[src/rtl/clook_pkg.sv]
// Shared types and constants of the C-LOOK disk scheduler.
package clook_pkg;

	localparam int CYL_W     = 16;
	localparam int MOVE_W    = 24;
	localparam int REG_IDX_W = 1;

	localparam logic [REG_IDX_W-1:0] REG_START_HEAD = 1'd0;
	localparam logic [REG_IDX_W-1:0] REG_SWEEP_UP   = 1'd1;

	typedef enum logic [2:0] {
		ST_IDLE,
		ST_INS_RD,
		ST_INS_CMP,
		ST_SPLIT_RD,
		ST_SPLIT_CMP,
		ST_SRV_SETUP,
		ST_SRV_RD,
		ST_SRV_CALC
	} state_t;

	typedef struct packed {
		logic              lt;
		logic [CYL_W-1:0]  diff;
		logic [MOVE_W-1:0] sum;
	} alu_res_t;

endpackage

[src/rtl/clook_disk_scheduler.sv]
// Top level of the C-LOOK disk scheduler: sequencer, registers and output stage.
//
// Requests enter on the s_ channel, one cylinder per transaction; tlast marks
// the last request of a batch. Each request is insertion-sorted into a memory:
// every stored entry larger than the request moves up one place, one at a
// time through the single read port of the memory.
// s_tready is high only while the sequencer waits for a request.
// A request that arrives with MAX_REQUESTS stored is dropped, but tlast still
// starts the schedule. After the last request the block scans for the split
// point entry by entry, passes a setup state and then emits the results one
// at a time, each after a read of the store: the served cylinder, the running
// movement and tlast on the final result. A stalled receiver holds the output
// register and the sequencer waits with it; the next batch may be accepted
// while the last result of a schedule is still pending.
// Configuration (start head, sweep direction) comes through cfg_we, cfg_addr and
// cfg_wdata; the user writes it only while the block is idle, unchecked by it.
// Reset empties the request store and sets start head 0 and sweep up.
module clook_disk_scheduler #(
	parameter int MAX_REQUESTS = 64
) (
	input  logic        clk,
	input  logic        arst_n,
	input  logic        s_tvalid,
	output logic        s_tready,
	input  logic [15:0] s_tdata,    // [15:0] cylinder
	input  logic        s_tlast,    // final_request
	output logic        m_tvalid,
	input  logic        m_tready,
	output logic [39:0] m_tdata,    // [15:0] served_cylinder, [39:16] movement_so_far
	output logic        m_tlast,    // last_served
	input  logic        cfg_we,
	input  logic [clook_pkg::REG_IDX_W-1:0] cfg_addr,
	input  logic [15:0] cfg_wdata
);

	localparam int AW = (MAX_REQUESTS > 1) ? $clog2(MAX_REQUESTS) : 1;
	localparam int CW = $clog2(MAX_REQUESTS + 1);
	localparam int CY = clook_pkg::CYL_W;
	localparam int MW = clook_pkg::MOVE_W;

	clook_pkg::state_t state_q, state_d;

	logic [CY-1:0] start_head_q;
	logic          sweep_q;
	logic [CW-1:0] count_q;
	logic [CW-1:0] pos_q;
	logic [CW-1:0] idx_q;
	logic [CW-1:0] split_q;
	logic [CW-1:0] served_q;
	logic          phase_q;
	logic          jump_q;
	logic [CY-1:0] cyl_q;
	logic          fin_q;
	logic [CY-1:0] head_q;
	logic [MW-1:0] move_q;

	logic          out_valid_q;
	logic [CY-1:0] out_cyl_q;
	logic [MW-1:0] out_move_q;
	logic          out_last_q;

	logic          mem_we;
	logic [AW-1:0] mem_waddr;
	logic [CY-1:0] mem_wdata;
	logic          mem_re;
	logic [AW-1:0] mem_raddr;
	logic [CY-1:0] mem_rdata;

	logic [CY-1:0] alu_a;
	logic [CY-1:0] alu_b;
	logic [MW-1:0] alu_acc;
	logic          alu_cin;
	clook_pkg::alu_res_t alu_res;

	logic          accept;
	logic          out_free;
	logic          out_load;
	logic          not_full;
	logic          last_res;
	logic [CW-1:0] pos_m1;
	logic [CW-1:0] pos_m2;

	assign accept   = s_tvalid && s_tready;
	assign out_free = !out_valid_q || m_tready;
	assign out_load = (state_q == clook_pkg::ST_SRV_CALC) && out_free;
	assign not_full = count_q < CW'(MAX_REQUESTS);
	assign last_res = served_q == (count_q - CW'(1));
	assign pos_m1   = pos_q - CW'(1);
	assign pos_m2   = pos_q - CW'(2);

	assign s_tready = state_q == clook_pkg::ST_IDLE;
	assign m_tvalid = out_valid_q;
	assign m_tdata  = {out_move_q, out_cyl_q};
	assign m_tlast  = out_last_q;

	clook_mem #(
		.DEPTH(MAX_REQUESTS),
		.AW   (AW)
	) u_mem (
		.clk  (clk),
		.we   (mem_we),
		.waddr(mem_waddr),
		.wdata(mem_wdata),
		.re   (mem_re),
		.raddr(mem_raddr),
		.rdata(mem_rdata)
	);

	clook_alu u_alu (
		.a  (alu_a),
		.b  (alu_b),
		.acc(alu_acc),
		.cin(alu_cin),
		.res(alu_res)
	);

	// Next state.
	always_comb begin
		state_d = state_q;
		unique case (state_q)
			clook_pkg::ST_IDLE: begin
				if (s_tvalid) begin
					if (not_full) begin
						state_d = clook_pkg::ST_INS_RD;
					end else if (s_tlast) begin
						state_d = clook_pkg::ST_SPLIT_RD;
					end
				end
			end
			clook_pkg::ST_INS_RD: begin
				if (pos_q == '0) begin
					state_d = fin_q ? clook_pkg::ST_SPLIT_RD : clook_pkg::ST_IDLE;
				end else begin
					state_d = clook_pkg::ST_INS_CMP;
				end
			end
			clook_pkg::ST_INS_CMP: begin
				if (alu_res.lt) begin
					state_d = (pos_q == CW'(1)) ? clook_pkg::ST_INS_RD : clook_pkg::ST_INS_CMP;
				end else begin
					state_d = fin_q ? clook_pkg::ST_SPLIT_RD : clook_pkg::ST_IDLE;
				end
			end
			clook_pkg::ST_SPLIT_RD: begin
				state_d = (idx_q == count_q) ? clook_pkg::ST_SRV_SETUP
				                             : clook_pkg::ST_SPLIT_CMP;
			end
			clook_pkg::ST_SPLIT_CMP: begin
				state_d = alu_res.lt ? clook_pkg::ST_SPLIT_RD : clook_pkg::ST_SRV_SETUP;
			end
			clook_pkg::ST_SRV_SETUP: begin
				state_d = clook_pkg::ST_SRV_RD;
			end
			clook_pkg::ST_SRV_RD: begin
				state_d = clook_pkg::ST_SRV_CALC;
			end
			clook_pkg::ST_SRV_CALC: begin
				if (out_free) begin
					state_d = last_res ? clook_pkg::ST_IDLE : clook_pkg::ST_SRV_RD;
				end
			end
			default: begin
				state_d = clook_pkg::ST_IDLE;
			end
		endcase
	end

	// Memory and shared unit control.
	always_comb begin
		mem_we    = 1'b0;
		mem_waddr = pos_q[AW-1:0];
		mem_wdata = cyl_q;
		mem_re    = 1'b0;
		mem_raddr = idx_q[AW-1:0];
		alu_a     = cyl_q;
		alu_b     = mem_rdata;
		alu_acc   = move_q;
		alu_cin   = 1'b0;
		unique case (state_q)
			clook_pkg::ST_INS_RD: begin
				if (pos_q == '0) begin
					mem_we = 1'b1;
				end else begin
					mem_re    = 1'b1;
					mem_raddr = pos_m1[AW-1:0];
				end
			end
			clook_pkg::ST_INS_CMP: begin
				// The entry below moves up while the one beneath it is fetched.
				mem_we = 1'b1;
				if (alu_res.lt) begin
					mem_wdata = mem_rdata;
					if (pos_q != CW'(1)) begin
						mem_re    = 1'b1;
						mem_raddr = pos_m2[AW-1:0];
					end
				end
			end
			clook_pkg::ST_SPLIT_RD: begin
				mem_re = idx_q != count_q;
			end
			clook_pkg::ST_SPLIT_CMP: begin
				alu_a = mem_rdata;
				alu_b = start_head_q;
			end
			clook_pkg::ST_SRV_RD: begin
				mem_re = 1'b1;
			end
			clook_pkg::ST_SRV_CALC: begin
				alu_a   = head_q;
				alu_b   = mem_rdata;
				alu_cin = jump_q;
			end
			default: begin
			end
		endcase
	end

	always_ff @(posedge clk or negedge arst_n) begin
		if (!arst_n) begin
			state_q      <= clook_pkg::ST_IDLE;
			start_head_q <= '0;
			sweep_q      <= 1'b1;
			count_q      <= '0;
			pos_q        <= '0;
			idx_q        <= '0;
			split_q      <= '0;
			served_q     <= '0;
			phase_q      <= 1'b0;
			jump_q       <= 1'b0;
			cyl_q        <= '0;
			fin_q        <= 1'b0;
			head_q       <= '0;
			move_q       <= '0;
			out_valid_q  <= 1'b0;
			out_cyl_q    <= '0;
			out_move_q   <= '0;
			out_last_q   <= 1'b0;
		end else begin
			state_q <= state_d;

			if (cfg_we) begin
				unique case (cfg_addr)
					clook_pkg::REG_START_HEAD: start_head_q <= cfg_wdata;
					clook_pkg::REG_SWEEP_UP:   sweep_q      <= cfg_wdata[0];
					default: begin
					end
				endcase
			end

			if (out_load) begin
				out_valid_q <= 1'b1;
			end else if (m_tready) begin
				out_valid_q <= 1'b0;
			end

			unique case (state_q)
				clook_pkg::ST_IDLE: begin
					if (accept) begin
						cyl_q <= s_tdata;
						fin_q <= s_tlast;
						pos_q <= count_q;
						idx_q <= '0;
					end
				end
				clook_pkg::ST_INS_RD: begin
					if (pos_q == '0) begin
						count_q <= count_q + CW'(1);
					end
				end
				clook_pkg::ST_INS_CMP: begin
					if (alu_res.lt) begin
						pos_q <= pos_m1;
					end else begin
						count_q <= count_q + CW'(1);
					end
				end
				clook_pkg::ST_SPLIT_RD: begin
					if (idx_q == count_q) begin
						split_q <= count_q;
					end
				end
				clook_pkg::ST_SPLIT_CMP: begin
					if (alu_res.lt) begin
						idx_q <= idx_q + CW'(1);
					end else begin
						split_q <= idx_q;
					end
				end
				clook_pkg::ST_SRV_SETUP: begin
					head_q   <= start_head_q;
					move_q   <= '0;
					served_q <= '0;
					// An empty first run starts with the return jump at once.
					if (sweep_q) begin
						if (split_q != count_q) begin
							idx_q   <= split_q;
							phase_q <= 1'b0;
							jump_q  <= 1'b0;
						end else begin
							idx_q   <= '0;
							phase_q <= 1'b1;
							jump_q  <= 1'b1;
						end
					end else begin
						if (split_q != '0) begin
							idx_q   <= split_q - CW'(1);
							phase_q <= 1'b0;
							jump_q  <= 1'b0;
						end else begin
							idx_q   <= count_q - CW'(1);
							phase_q <= 1'b1;
							jump_q  <= 1'b1;
						end
					end
				end
				clook_pkg::ST_SRV_CALC: begin
					if (out_free) begin
						out_cyl_q   <= mem_rdata;
						out_move_q  <= alu_res.sum;
						out_last_q  <= last_res;
						head_q      <= mem_rdata;
						move_q      <= alu_res.sum;
						served_q    <= served_q + CW'(1);
						if (last_res) begin
							count_q <= '0;
							jump_q  <= 1'b0;
						end else if (sweep_q) begin
							if (!phase_q && (idx_q + CW'(1) == count_q)) begin
								idx_q   <= '0;
								phase_q <= 1'b1;
								jump_q  <= 1'b1;
							end else begin
								idx_q  <= idx_q + CW'(1);
								jump_q <= 1'b0;
							end
						end else begin
							if (!phase_q && (idx_q == '0)) begin
								idx_q   <= count_q - CW'(1);
								phase_q <= 1'b1;
								jump_q  <= 1'b1;
							end else begin
								idx_q  <= idx_q - CW'(1);
								jump_q <= 1'b0;
							end
						end
					end
				end
				default: begin
				end
			endcase
		end
	end

endmodule

[src/rtl/clook_mem.sv]
// Request store: one write port and one registered read port.
module clook_mem #(
	parameter int DEPTH = 64,
	parameter int AW    = 6
) (
	input  logic                        clk,
	input  logic                        we,
	input  logic [AW-1:0]               waddr,
	input  logic [clook_pkg::CYL_W-1:0] wdata,
	input  logic                        re,
	input  logic [AW-1:0]               raddr,
	output logic [clook_pkg::CYL_W-1:0] rdata
);

	logic [clook_pkg::CYL_W-1:0] mem_q [DEPTH];

	always_ff @(posedge clk) begin
		if (we) begin
			mem_q[waddr] <= wdata;
		end
	end

	always_ff @(posedge clk) begin
		if (re) begin
			rdata <= mem_q[raddr];
		end
	end

endmodule

[src/rtl/clook_alu.sv]
// Shared compare, distance and movement accumulate unit.
module clook_alu (
	input  logic [clook_pkg::CYL_W-1:0]  a,
	input  logic [clook_pkg::CYL_W-1:0]  b,
	input  logic [clook_pkg::MOVE_W-1:0] acc,
	input  logic                         cin,
	output clook_pkg::alu_res_t          res
);

	always_comb begin
		res.lt   = a < b;
		res.diff = res.lt ? (b - a) : (a - b);
		res.sum  = acc + clook_pkg::MOVE_W'(res.diff) + clook_pkg::MOVE_W'(cin);
	end

endmodule
[config.mk]
export PLATFORM = sky130hd
export DESIGN_NAME = clook_disk_scheduler
export DESIGN_NICKNAME = d
export VERILOG_FILES = /design/src/rtl/clook_pkg.sv /design/src/rtl/clook_disk_scheduler.sv /design/src/rtl/clook_mem.sv /design/src/rtl/clook_alu.sv
export SDC_FILE = /design/constraint.sdc
export NUM_CORES = 1
export LEC_CHECK = 0
export BUFFER_PORTS_ARGS = -buffer_cell sky130_fd_sc_hd__buf_2
export CAP_MARGIN = 20
export CORE_MARGIN = 2
export CORE_UTILIZATION = 58
export DETAILED_ROUTE_END_ITERATION = 8
export PLACE_DENSITY_LB_ADDON = 0.3
export SETUP_SLACK_MARGIN = 0.4
export SYNTH_ARGS = -nofsm -noshare
export SYNTH_HDL_FRONTEND = slang
export SYNTH_SLANG_ARGS = --single-unit
[constraint.sdc]
create_clock -name clk -period 10.9 [get_ports clk]
set_clock_uncertainty 0.15 [all_clocks]
set_input_delay 1.09 -clock clk [delete_from_list [all_inputs] [get_ports clk]]
set_output_delay 1.09 -clock clk [all_outputs]
set_load 0.1 [all_outputs]
[Yosys cells after proc, flatten, opt, wreduce, memory -nomap -nowiden]
Memory sizes are Yosys's and may differ from the RTL's. A register that Yosys moved wholly into a read port is not among the register bits.
Index checks and enable logic that the tools add are counted.
Operators by class
  add/subtract/negate cells: 12
  multipliers: 0
  divide/modulo/power cells: 0
  magnitude comparators: 2
  equality and inequality tests: 28
  shift operators: 0
  muxes and demuxes: 75
  bitwise operators: 1
  reductions and logical operators: 28
Operators by type and width (number)
  $mux W7: 19
  $mux W16: 5
  $pmux W16 S2: 2
  $pmux W24 S2: 1
  $pmux W7 S2: 3
  $sub A16 B16 Y16: 2
  $pmux W7 S4: 1
  $sub A7 B1 Y7 const B: 4
  $add A24 B1 Y24: 1
  $add A24 B16 Y24: 1
  $mux W24: 1
  $pmux W3 S8: 1
  $mux W1: 23
  $add A7 B1 Y7 const B: 3
  $eq A7 B7 Y1: 3
  $pmux W7 S3: 1
  $ne A2 B2 Y1 const B: 10
  $mux W3: 6
  $mux W6: 3
  $lt A16 B16 Y1: 1
  $reduce_and A5 Y1: 3
  $logic_not A7 Y1: 2
  $ne A7 B7 Y1: 2
  $eq A3 B3 Y1 const B: 4
  24 further kinds: 44
Word-level totals
  register bits: 156
  latch bits: 0
  bits in writable memories: 1024
  bits in read-only memories: 0
  input bits: 39
  output and inout port bits: 43
  word-level logic and storage cells: 165
  memories: 1
Memory list
  u_mem.mem_q: depth 64, bits a word 16, read ports 1, clocked after memory_dff 1, wr ports 1, line clook_mem.sv:15  | logic [clook_pkg::CYL_W-1:0] mem_q [DEPTH];

[Depth between registers and ports, before layout]
  depth in word-level cells: 8
  mapped depth: 32
  depth with buffers taken out: 28

[Hierarchy]
A second synthesis with hierarchy kept.
Unflattened totals
  cells, all modules: 3184
  area total of the unflattened synthesis: 51413.1 µm²
Modules (own cells, without submodules)
  clook_mem: instances 1, cells an instance 1828, area an instance 40189.8 µm², sequential area each 31230.0 µm²
  clook_disk_scheduler: instances 1, cells an instance 995, area an instance 8650.8 µm², sequential area each 3905.0 µm²
  clook_alu: instances 1, cells an instance 361, area an instance 2572.5 µm², sequential area each 0.0 µm²

[Least setup slack after synthesis]
OpenSTA, ideal clock, no wires.
  kind: register to register
  from: reg state_q[1]
  to: reg move_q[22], in the netlist alu_acc[22]
  setup time: 83 ps
  arrival: 6822 ps
  required time: 10667 ps
  setup slack: 3846 ps
  cell stages (with the launch flop): 31
  path buffers: 6
  period minus slack after synthesis: 7054 ps
  path through: dfrtp_1 clkbuf_1 nor2_1 and2_1 clkbuf_1 nor2_1 clkbuf_1 a221o_1 ha_1 buf_2 a211oi_1 o21ai_0 a221oi_1 nand2_1 a21oi_1 buf_2 buf_1 mux2i_1 xor2_1 ha_1 a21o_1 a21o_1 a2111oi_0 o311ai_0 a41oi_1 o21ai_0 and2_1 and3_1 o21ai_0 nand2_1 o21ai_0
On the way
  word-level cells in the longest chain between the ends: 8
  elaborated cells on any way between the ends: 17
  those cells by class: 4 x add/sub; 1 x order compare; 4 x eq/ne; 6 x mux; 2 x reduce/logical
Ends and longest elaborated chain
  from (decl): line clook_disk_scheduler.sv:41  | clook_pkg::state_t state_q, state_d;
  from (signal assigned): line clook_disk_scheduler.sv:221  | state_q <= clook_pkg::ST_IDLE;
  from (signal assigned): line clook_disk_scheduler.sv:240  | state_q <= state_d;
  $eq A3 B3 Y1, on equally long branches: line clook_disk_scheduler.sv:179, clook_disk_scheduler.sv:257
  $pmux W16 S2 or $mux W16 (tied branches): line clook_disk_scheduler.sv:179  | unique case (state_q)
  $sub A16 B16 Y16 or $lt A16 B16 Y1 (tied branches): line clook_alu.sv:12, clook_alu.sv:11
  $mux W16: line clook_alu.sv:12  | res.diff = res.lt ? (b - a) : (a - b);
  $add A24 B16 Y24: line clook_alu.sv:13  | res.sum = acc + clook_pkg::MOVE_W'(res.diff) + clook_pkg::MOVE_W'(cin);
  $add A24 B1 Y24: line clook_alu.sv:13
  $mux W24: line clook_disk_scheduler.sv:318  | if (out_free) begin
  $pmux W24 S2: line clook_disk_scheduler.sv:257  | unique case (state_q)
  to (signal assigned): line clook_disk_scheduler.sv:323  | move_q <= alu_res.sum;
  to (decl): line clook_disk_scheduler.sv:55  | logic [MW-1:0] move_q;
Parallel ways exist; a longest one is shown, timed or not. The select of a mux whose other input is x is not followed.
A chain may end at the register's enable or synchronous reset.

[Final worst setup path]
  from: reg state_q[2]
  to: reg move_q[22], in the netlist alu_acc[22]
Same word-level chain as after synthesis.

==> impl_metrics.csv <==
group,metric,value,unit
logic_synthesis,yosysSeqAreaShare,69.1,%
detailed_routing,ant_nets,0,
clocking,clock-sinks,1196,
timing,fmax,126,MHz
finish,final_cell_mix,"edfxtp_1 (1040), nand2_1 (640), nor2_1 (190)",
timing,worst_slew_pin_slew,1.08,ns
logic_synthesis,synth.area.mux_share,8.63,%
logic_synthesis,ys.flop_type,"edfxtp_1",
clocking,cts_root_buf,"clkbuf_16",
logic_synthesis,postSynthAreaPerCell,14.3,um^2
timing,hold_viol,0,
logic_synthesis,synth-simple-area-share,9.95,%
die,core,86800,um^2
placement,io_buffers,81,
logic_synthesis,yosys_warnings,0,
timing,setup_tns,0,ns
min_path,hold_class,"in -> async",
clocking,clockBufferDepth,3,
die,boundaryPins,82,
detailed_routing,vias,31300,
logic_synthesis,syn_inst,3550,
finish,layout_commonest_cell,"edfxtp_1",
logic_synthesis,synth_top_area_share,61.4,%
finish,n_antenna_cell,0,
timing,fin_ws,2.94,ns
die,rows,108,
logic_synthesis,yosys.area_share.adder,1.68,%
logic_synthesis,synth_nets,3655,
clocking,cts.clk_slew.worst_paths,0.06,ns
outcome,outcome,"completed",
logic_synthesis,synthTopCellsByArea,"edfxtp_1 (61%), dfrtp_1 (7.6%), mux4_2 (5.6%)",
flow_run,cap_violations,0,
logic_synthesis,synth_compound_area_share,7.00,%
finish,fill_cells,6007,
clocking,cts_htree_levels,3,
die,die_w,300,um
die,fp.dieArea,90000,um^2
timing,slew_violations,0,
finish,area_growth,11.3,%
logic_synthesis,synth_area_leader_cell,"edfxtp_1",
global_routing,grt_pass1_wl,190,mm
clocking,clk_latency,0.71,ns
critical_path,worstSetupPathType,"reg -> reg",
detailed_routing,drc,0,
clocking,ctsResizeCount,0,
detailed_routing,wl_per_cell,26.0,um
global_routing,antenna_found_initial,0,
die,start_util,58.6,%
timing,holdWs,0.293,ns
global_routing,overflow,0,
timing,finalSetupViolCount,0,
logic_synthesis,ys_seq_elements,1196,
timing,min_period,7.96,ns
critical_path,cp.arrival,8.42,ns
logic_synthesis,synth_xor_area_share,1.28,%
logic_synthesis,synth_edf_count,1040,
detailed_routing,drt_first_pass_iters,8,
clocking,cts_tree,"yes",
logic_synthesis,synth_top_family_by_area,"simple AND/OR/NAND/NOR gates",
detailed_routing,drt-initial-drc-count,4517,
critical_path,worstPathMaxFanout,33,
critical_path,end_kind,"register",
critical_path,crit_required,11.36,ns
logic_synthesis,async_flop_share,13.0,%
global_routing,first_global_vias,30000,
clocking,cts_made_buffers,113,
timing,fin_crit_sh,73.0,%
global_routing,grt_max_degree,86,
die,chipHeight,300,um
timing,rsz0062_at_grt,"false",
global_routing,track_usage,28.3,%
finish,drive_above_1_share,15.8,%
detailed_routing,vias_per_cell,6.36,
clocking,cts_setup_buffers,0,
placement,detailedPlacementHpwl,75.7,mm
finish,fin_nets,3773,
logic_synthesis,synth_area,50800,um^2
timing,max-slew-margin-rel,28.0,%
placement,gp_congestion,0.942,
logic_synthesis,synth_cell_types,82,
placement,post-place-ws,3.05,ns
critical_path,start_kind,"register",
detailed_routing,routed_wl,128,mm
clocking,postCtsHoldBufs,0,
-- state kept, by name, summed over array words and instances, names as in the netlist, 3 cells and up --
register      flops
alu_acc          24
count_q           7
cyl_q            16
head_q           16
idx_q             7
out_cyl_q        16
out_move_q       24
pos_q             7
served_q          7
split_q           7
start_head_q     16
state_q           3
u_mem.mem_q    1024
u_mem.rdata      16
-- worst max-delay path: stages, from the launching register on --
cell       delay (ns)
dfrtp_1          0.62
and3_1           0.56
buf_4            0.40
nor2_1           0.07
buf_4            0.21
a221o_1          0.33
ha_1             0.36
nor2b_1          0.16
o31a_1           0.27
o311ai_1         0.56
nand2_1          0.20
a21oi_2          0.15
buf_4            0.28
mux2i_1          0.25
xor2_1           0.17
ha_1             0.27
a21o_1           0.20
a21o_1           0.21
a2111oi_0        0.70
o311ai_0         0.35
a41oi_1          0.36
o21ai_0          0.25
and2_1           0.26
and3_1           0.20
o21ai_0          0.17
nand2_1          0.07
o21ai_0          0.06
-- layout make-up --
| type | instances | area [um^2] | share of cell area (%) |
|---|---|---|---|
| repair buffers | 201 | 1330 | 2.34 |
| flip-flops and latches | 1196 | 35100 | 62.1 |
| well taps | 1155 | 1450 | 2.55 |
| clock inverters | 69 | 801 | 1.42 |
| multi-input cells | 2096 | 14600 | 25.8 |
| inverters | 60 | 225 | 0.398 |
| clock buffers | 141 | 3030 | 5.35 |
-- through the flow --
stage | utilization [%] | cell area (um^2) | instances
after CTS | 65.2 | 56600 | 4917
after global routing | 65.2 | 56600 | 4918
final | 65.2 | 56600 | 4918
after detailed placement | 60.8 | 52700 | 4707
after floorplan | - | 50800 | 3550
after global placement | 60.8 | 52700 | 4707
-- cells in the mapped netlist (5+ instances only) --
cell / number
o21bai_1: 5
nor3b_1: 8
mux4_2: 127
a21oi_1: 133
and2_1: 18
buf_4: 8
o21a_1: 5
buf_6: 15
a41oi_1: 18
dfrtp_1: 155
or3_1: 10
nor2b_1: 10
a22o_1: 6
inv_1: 60
xor2_1: 20
buf_1: 13
xnor2_1: 54
ha_1: 62
a221o_1: 16
nand2_1: 641
nor2_2: 6
nand3_1: 135
mux2_2: 52
clkbuf_1: 110
a21o_1: 23
nor3_1: 21
a211oi_1: 11
nor2_1: 197
and3_1: 18
and2_0: 9
nor3_2: 8
nand2b_1: 7
o31ai_1: 6
nor4_1: 8
a31oi_1: 34
mux2i_1: 89
o211ai_1: 35
a221oi_1: 6
a22oi_1: 34
nand4_1: 53
o21ai_0: 90
edfxtp_1: 1040
a32oi_1: 63
buf_2: 50
o22ai_1: 6
-- routing by layer --
layer / share of wire [%] / global-route usage [%] / routed length (um)
met5: 0 / 0 / 0
met3: 9.3 / 5.17 / 11900
met2: 47 / 44.3 / 60600
met4: 3.7 / 10.2 / 4670
met1: 40 / 40.3 / 50500
-- path summary, 6_finish.rpt --
kind | startpoint | end | slack, ns | depth (start not counted)
worst max-delay path | state_q[2] | alu_acc[22] | 2.94 | 26
worst min-delay path | arst_n | out_cyl_q[2] | 0.29 | 1
worst max register to register | state_q[2] | alu_acc[22] | 2.94 | 26
worst min register to register | out_cyl_q[12] | out_cyl_q[12] | 0.33 | 2
max in group asynchronous | arst_n | start_head_q[9] | 8.87 | 2
min in group clk | out_cyl_q[12] | out_cyl_q[12] | 0.33 | 2
-- cell families after synthesis --
logic type | Yosys count
compound gates | 524
xor+xnor | 74
fa+ha+maj | 66
buf+inv | 258
flops | 1196
mux | 271
simple gates | 1161
Power is left out: the tool's default activity adds up to more than one toggle a clock period on the data nets, which glitch-free logic cannot reach.
